$ cat src/sv/nfps_pkg.sv
`default_nettype none

package nfps_pkg;

  localparam int IdxW   = 11;
  localparam int CoordW = 24;
  localparam int DiffW  = CoordW + 1;
  localparam int SqW    = 2 * CoordW + 1;
  localparam int DistW  = 50;
  localparam int CfgIdxW = 2;

  localparam logic [CfgIdxW-1:0] CFG_QUERY_X = 2'd0;
  localparam logic [CfgIdxW-1:0] CFG_QUERY_Y = 2'd1;
  localparam logic [CfgIdxW-1:0] CFG_QUERY_Z = 2'd2;

  typedef struct packed {
    logic            valid;
    logic            removed;
    logic            last;
    logic [IdxW-1:0] idx;
  } nfps_tag_t;

endpackage

`default_nettype wire

$ cat src/sv/nfps_dist.sv
`default_nettype none

module nfps_dist
  import nfps_pkg::*;
(
  input  wire logic                     clk_i,
  input  wire logic                     rst_ni,
  input  wire logic                     en_i,
  input  wire nfps_tag_t                tag_i,
  input  wire logic signed [CoordW-1:0] point_x_i,
  input  wire logic signed [CoordW-1:0] point_y_i,
  input  wire logic signed [CoordW-1:0] point_z_i,
  input  wire logic signed [CoordW-1:0] query_x_i,
  input  wire logic signed [CoordW-1:0] query_y_i,
  input  wire logic signed [CoordW-1:0] query_z_i,
  output nfps_tag_t                     tag_o,
  output logic [DistW-1:0]              dist_o
);

  nfps_tag_t                 s1_tag_q, s2_tag_q, s3_tag_q;
  logic signed [CoordW-1:0]  s1_x_q, s1_y_q, s1_z_q;
  logic signed [DiffW-1:0]   dx, dy, dz;
  logic signed [2*DiffW-1:0] px, py, pz;
  logic [SqW-1:0]            s2_sx_q, s2_sy_q, s2_sz_q;
  logic [DistW-1:0]          sum_d;
  logic [DistW-1:0]          s3_dist_q;

  assign dx = DiffW'(query_x_i) - DiffW'(s1_x_q);
  assign dy = DiffW'(query_y_i) - DiffW'(s1_y_q);
  assign dz = DiffW'(query_z_i) - DiffW'(s1_z_q);
  assign px = dx * dx;
  assign py = dy * dy;
  assign pz = dz * dz;

  assign sum_d = DistW'(s2_sx_q) + DistW'(s2_sy_q) + DistW'(s2_sz_q);

  always_ff @(posedge clk_i or negedge rst_ni) begin
    if (!rst_ni) begin
      s1_tag_q <= '0;
      s2_tag_q <= '0;
      s3_tag_q <= '0;
    end else if (en_i) begin
      s1_tag_q <= tag_i;
      s2_tag_q <= s1_tag_q;
      s3_tag_q <= s2_tag_q;
    end
  end

  always_ff @(posedge clk_i) begin
    if (en_i) begin
      s1_x_q    <= point_x_i;
      s1_y_q    <= point_y_i;
      s1_z_q    <= point_z_i;
      s2_sx_q   <= px[SqW-1:0];
      s2_sy_q   <= py[SqW-1:0];
      s2_sz_q   <= pz[SqW-1:0];
      s3_dist_q <= sum_d;
    end
  end

  assign tag_o  = s3_tag_q;
  assign dist_o = s3_dist_q;

endmodule

`default_nettype wire

$ cat config.mk
export PLATFORM = sky130hd
export DESIGN_NAME = nfps_dist
export DESIGN_NICKNAME = d
export VERILOG_FILES = /design/src/sv/nfps_pkg.sv /design/src/sv/nfps_dist.sv
export SDC_FILE = /design/constraint.sdc
export NUM_CORES = 2
export LEC_CHECK = 0
export BUFFER_PORTS_ARGS = -buffer_cell sky130_fd_sc_hd__buf_2
export CORE_MARGIN = 4
export CORE_UTILIZATION = 30
export DETAILED_ROUTE_END_ITERATION = 6
export SLEW_MARGIN = 20
export SYNTH_ARGS = -nofsm -noshare
export SYNTH_HDL_FRONTEND = slang
export SYNTH_SLANG_ARGS = --single-unit
$ cat constraint.sdc
create_clock -name clk_i -period 26.4 [get_ports clk_i]
set_clock_uncertainty 0.1 [all_clocks]
set_input_delay 3.96 -clock clk_i [delete_from_list [all_inputs] [get_ports clk_i]]
set_output_delay 3.96 -clock clk_i [all_outputs]
set_load 0.02 [all_outputs]
; ---- Word-level counts from Yosys, hierarchy flattened
; Index checks and enable logic that the tools add are counted.
[op_classes]
n_addsub = 5
multipliers = 3
[op_table]
columns = op, count
row1 = 25-bit by 25-bit multiplier with 49-bit output, 3
row2 = 24-bit by 24-bit subtractor with 25-bit output, 3
row3 = 49-bit by 49-bit adder with 50-bit output, 1
row4 = 50-bit by 49-bit adder with 50-bit output, 1
[word_totals]
reg_bits = 311
out_inout_bits = 64
word_cells = 27

; ---- Longest topological paths before layout
[depth]
word_depth = 2
ltp_mapped = 42

; ---- Least setup slack after synthesis
; Ideal clock, no wire load.
[synth_timing]
path_kind = input to register
startpoint = input port query_y_i[0]
endpoint = register s2_sy_q[48], data pin
t_arrival_ps = 12658
required_ps = 26040
setup_slack_ps = 13383
cell_stages = 39
cell_sequence = inv_1 ha_1 inv_1 fa_1 a21o_1 a21oi_1 o21bai_1 a211oi_2 nor3_1 o41ai_2 nand2b_1 a31o_2 buf_4 inv_2 buf_2 buf_2 nor2_1 fa_1 (+3 left out) inv_1 fa_1 fa_1 fa_1 inv_1 fa_1 inv_1 ha_1 a21oi_1 o21bai_1 a21o_1 a21oi_1 nor2_1 a31oi_1 a31oi_1 a311oi_1 o21bai_1 xnor2_1
[synth_between]
elab_chain_cells = 2
[synth_lines]
columns = item, line_no
row1 = from (decl), nfps_dist.sv:14  ; input wire logic signed [CoordW-1:0] query_y_i,
row2 = 24-bit by 24-bit subtractor with 25-bit output, nfps_dist.sv:29  ; assign dy = DiffW'(query_y_i) - DiffW'(s1_y_q);
row3 = 25-bit by 25-bit multiplier with 49-bit output, nfps_dist.sv:32  ; assign py = dy * dy;
row4 = via py[48], nfps_dist.sv:23  ; logic signed [2*DiffW-1:0] px, py, pz;
row5 = to (signal assigned), nfps_dist.sv:55  ; s2_sy_q <= py[SqW-1:0];
row6 = to (decl), nfps_dist.sv:24  ; logic [SqW-1:0] s2_sx_q, s2_sy_q, s2_sz_q;
; The timed path passes the listed nets, and every way through them passes these cells.
; A chain may end at the register's enable or synchronous reset.

; ---- Final worst setup path
; Same ends and word-level chain as after synthesis.

==> run_results.csv <==
group,metric,value,unit
outcome,status,"finished, final reports clean",
grt,grt_pass1_wl,336000,um
floorplanning,coreArea,249000,um2
synth,synth_seq_cells,308,
worst_setup_path,crit_type,"in -> reg",
worst_setup_path,r2r_slack,15.33,ns
run,drv_cap,0,
sta,slew_violations,0,
finish,fin_nets,10169,
finish,final_common_cell,"inv_1",
hold_path,hp-class,"reg -> reg",
finish,final_util,32.9,%
worst_setup_path,cp-end-kind,"flip-flop",
floorplanning,placementRows,183,
synth,synthTopCellsByArea,"fa_1 (49%), edfxtp_1 (11%), inv_1 (9.9%)",
sta,setup_slack,12.20,ns
sta,whs,0.403,ns
worst_setup_path,slowest_delay,0.90,ns
floorplanning,io_pins,225,
clocking,cts_sinks,308,
sta,fin_crit,14.20,ns
clocking,cts_hold_buf,0,
finish,drive_gt1_share,6.68,%
synth,synth-async-reset-ratio,13.6,%
synth,yosysWarnings,0,
routing,firstDrtPassIters,6,
clocking,cts-htree-levels,2,
routing,initialDrtViolationCount,3130,
routing,drc,0,
worst_setup_path,r2r_end,"s2_sy_q[48]$_DFFE_PP_",
clocking,clk_pin_slew,0.06,ns
clocking,cts_buffer_depth,3,
placement,io_buffers,224,
worst_setup_path,r2r-start,"s1_y_q[0]$_DFFE_PP_",
worst_setup_path,cp.arrival,14.47,ns
synth,syn_avg_cell_area,10.1,um2
placement,gp_congestion,0.915,
grt,grt_max_degree,80,
sta,tns,0,ns
clocking,postCtsSetupRepairBufs,0,
sta,hold_violations,0,
synth,yosys.area.top_type,"fa_1",
grt,grt_pass1_vias,58608,
worst_setup_path,path_max_fanout,30,
synth,synth_ff_type,"edfxtp_1",
floorplanning,die_area,259000,um2
worst_setup_path,required,26.67,ns
clocking,cts_resized,0,
worst_setup_path,critPathMostFrequentCell,"fa_1",
placement,dp_hpwl,172000,um
routing,wl,210000,um
clocking,cts_tree,"yes",
placement,post-place-ws,11.61,ns
routing,vias,51414,
hold_path,hp-start,"s1_tag_q[11]$_DFFE_PN0P_",
synth,ys_seq_area_share,12.0,%
sta,min_period_over_period,53.8,%
synth,syn_area,75200,um2
hold_path,whs_path_depth,1,
sta,setup_viol,0,
floorplanning,start_util,30.2,%
routing,viasPerCell,4.68,
sta,worstMarginPinSlew,1.07,ns
finish,fillers,25435,
clocking,numCtsBuffers,43,
sta,slew_headroom,27.6,%
grt,grt-ovfl-total,0,
clocking,cts_root_buffer,"clkbuf_16",
finish,syn2layout_area_growth,9.06,%
finish,mostFrequentLayoutCells,"inv_1 (1985), fa_1 (1851), nor2_1 (613), nand2_1 (607), ha_1 (541)",
worst_setup_path,cp_slowest_cell,"fa_1",
synth,synth_edf_count,266,
grt,grt_use_total,16.7,%
worst_setup_path,critical_path.startpoint_type,"input pin",
sta,rsz0062_at_grt,"no",
worst_setup_path,reg2reg_depth,35,
floorplanning,die_width,509,um
synth,syn_inst,7426,
routing,detail_route.wl_per_cell,19.1,um
hold_path,min_to,"s2_tag_q[11]$_DFFE_PN0P_",
grt,antenna_found_initial,14,
sta,fmax,0.0704,GHz
routing,ant_nets,0,
synth,synth.distinct_cells,94,
clocking,clkLatencyLatePin,0.68,ns
synth,synth_top_area_share,49.3,%
floorplanning,chipHeight,509,um
-- worst max-delay path by stage --
stage	startpoint	to	slack (ns)	depth (start not counted)
floorplan	query_y_i[0]	s2_sy_q[48]$_DFFE_PP_	13.38	39
global placement	query_y_i[0]	s2_sy_q[48]$_DFFE_PP_	11.87	37
detailed placement	query_y_i[0]	s2_sy_q[48]$_DFFE_PP_	11.61	37
CTS	query_y_i[0]	s2_sy_q[48]$_DFFE_PP_	12.27	37
global route	query_y_i[0]	s2_sy_q[48]$_DFFE_PP_	11.68	37
finish	query_y_i[0]	s2_sy_q[48]$_DFFE_PP_	12.20	37
-- logic make-up after synthesis --
family          share of synthesized area, %
fa+ha+maj                               58.3
buf+inv                                 11.0
simple gates                            8.38
compound gates                          6.19
flops                                   12.0
xor+xnor                                3.40
mux                                    0.669
other cells                          0.00499
-- registers in the layout, indices dropped and copies added (netlist names) --
| register | count |
|---|---|
| s2_sx_q | 48 |
| s1_y_q | 24 |
| s1_x_q | 24 |
| s2_sz_q | 48 |
| s1_tag_q | 14 |
| dist_o | 50 |
| s2_sy_q | 48 |
| tag_o | 14 |
| s2_tag_q | 14 |
| s1_z_q | 24 |
-- cell usage after synthesis, types with 15 or more instances --
| library cell | n |
|---|---|
| a31oi_1 | 29 |
| inv_1 | 1985 |
| xor2_1 | 84 |
| a21o_1 | 132 |
| nand2_1 | 607 |
| fa_1 | 1851 |
| mux2_2 | 42 |
| clkbuf_1 | 134 |
| edfxtp_1 | 266 |
| o21bai_1 | 33 |
| and2_1 | 39 |
| a211oi_1 | 23 |
| buf_2 | 26 |
| o211ai_1 | 16 |
| xnor2_1 | 195 |
| o21ai_0 | 109 |
| o21a_1 | 38 |
| inv_2 | 15 |
| nor2_1 | 613 |
| nor3_1 | 31 |
| nand4_1 | 19 |
| a21oi_1 | 211 |
| and3_1 | 24 |
| ha_1 | 541 |
| dfrtp_1 | 42 |
| nand2b_1 | 47 |
| nor2b_1 | 31 |
| nand3_1 | 56 |
-- metal layers --
metal / track usage (%) / routed length, um / vias to the layer above
met1: 22.3 / 86500 / 26610
met4: 5.96 / 8810 / 0
met2: 27.4 / 98000 / 1871
li1: - / - / 22577
met5: 0 / 0 / -
met3: 3.03 / 16500 / 356
-- metrics by stage --
stage	instances	area, um2
detailed placement	10901	80500
floorplan	7428	75200
CTS	10979	82000
finish	10980	82000
global placement	10901	80500
global route	10979	82000
-- worst max-delay path: cells and delay by family --
family | cells | cell delay (ns)
and+or+nand+nor | 4 | 0.73
xor gates and xnor gates | 1 | 0.13
AOI/OAI and AO/OA | 14 | 3.25
adders and majority gates | 10 | 5.16
buffers and inverters | 8 | 1.20
-- area by class of cell --
type	count	area, um2	share of cell area (%)
Tap cell	3330	4170	5.08
Timing Repair Buffer	318	1840	2.24
Clock buffer	44	1080	1.32
Inverter	2012	7550	9.21
Multi-Input combinational cell	4933	57900	70.7
Sequential cell	308	9040	11.0
Antenna cell	1	2.50	0.00305
Clock inverter	34	359	0.438
Power is not shown: default switching activity piles up to over one toggle a cycle in this logic, so the estimate is an artifact.
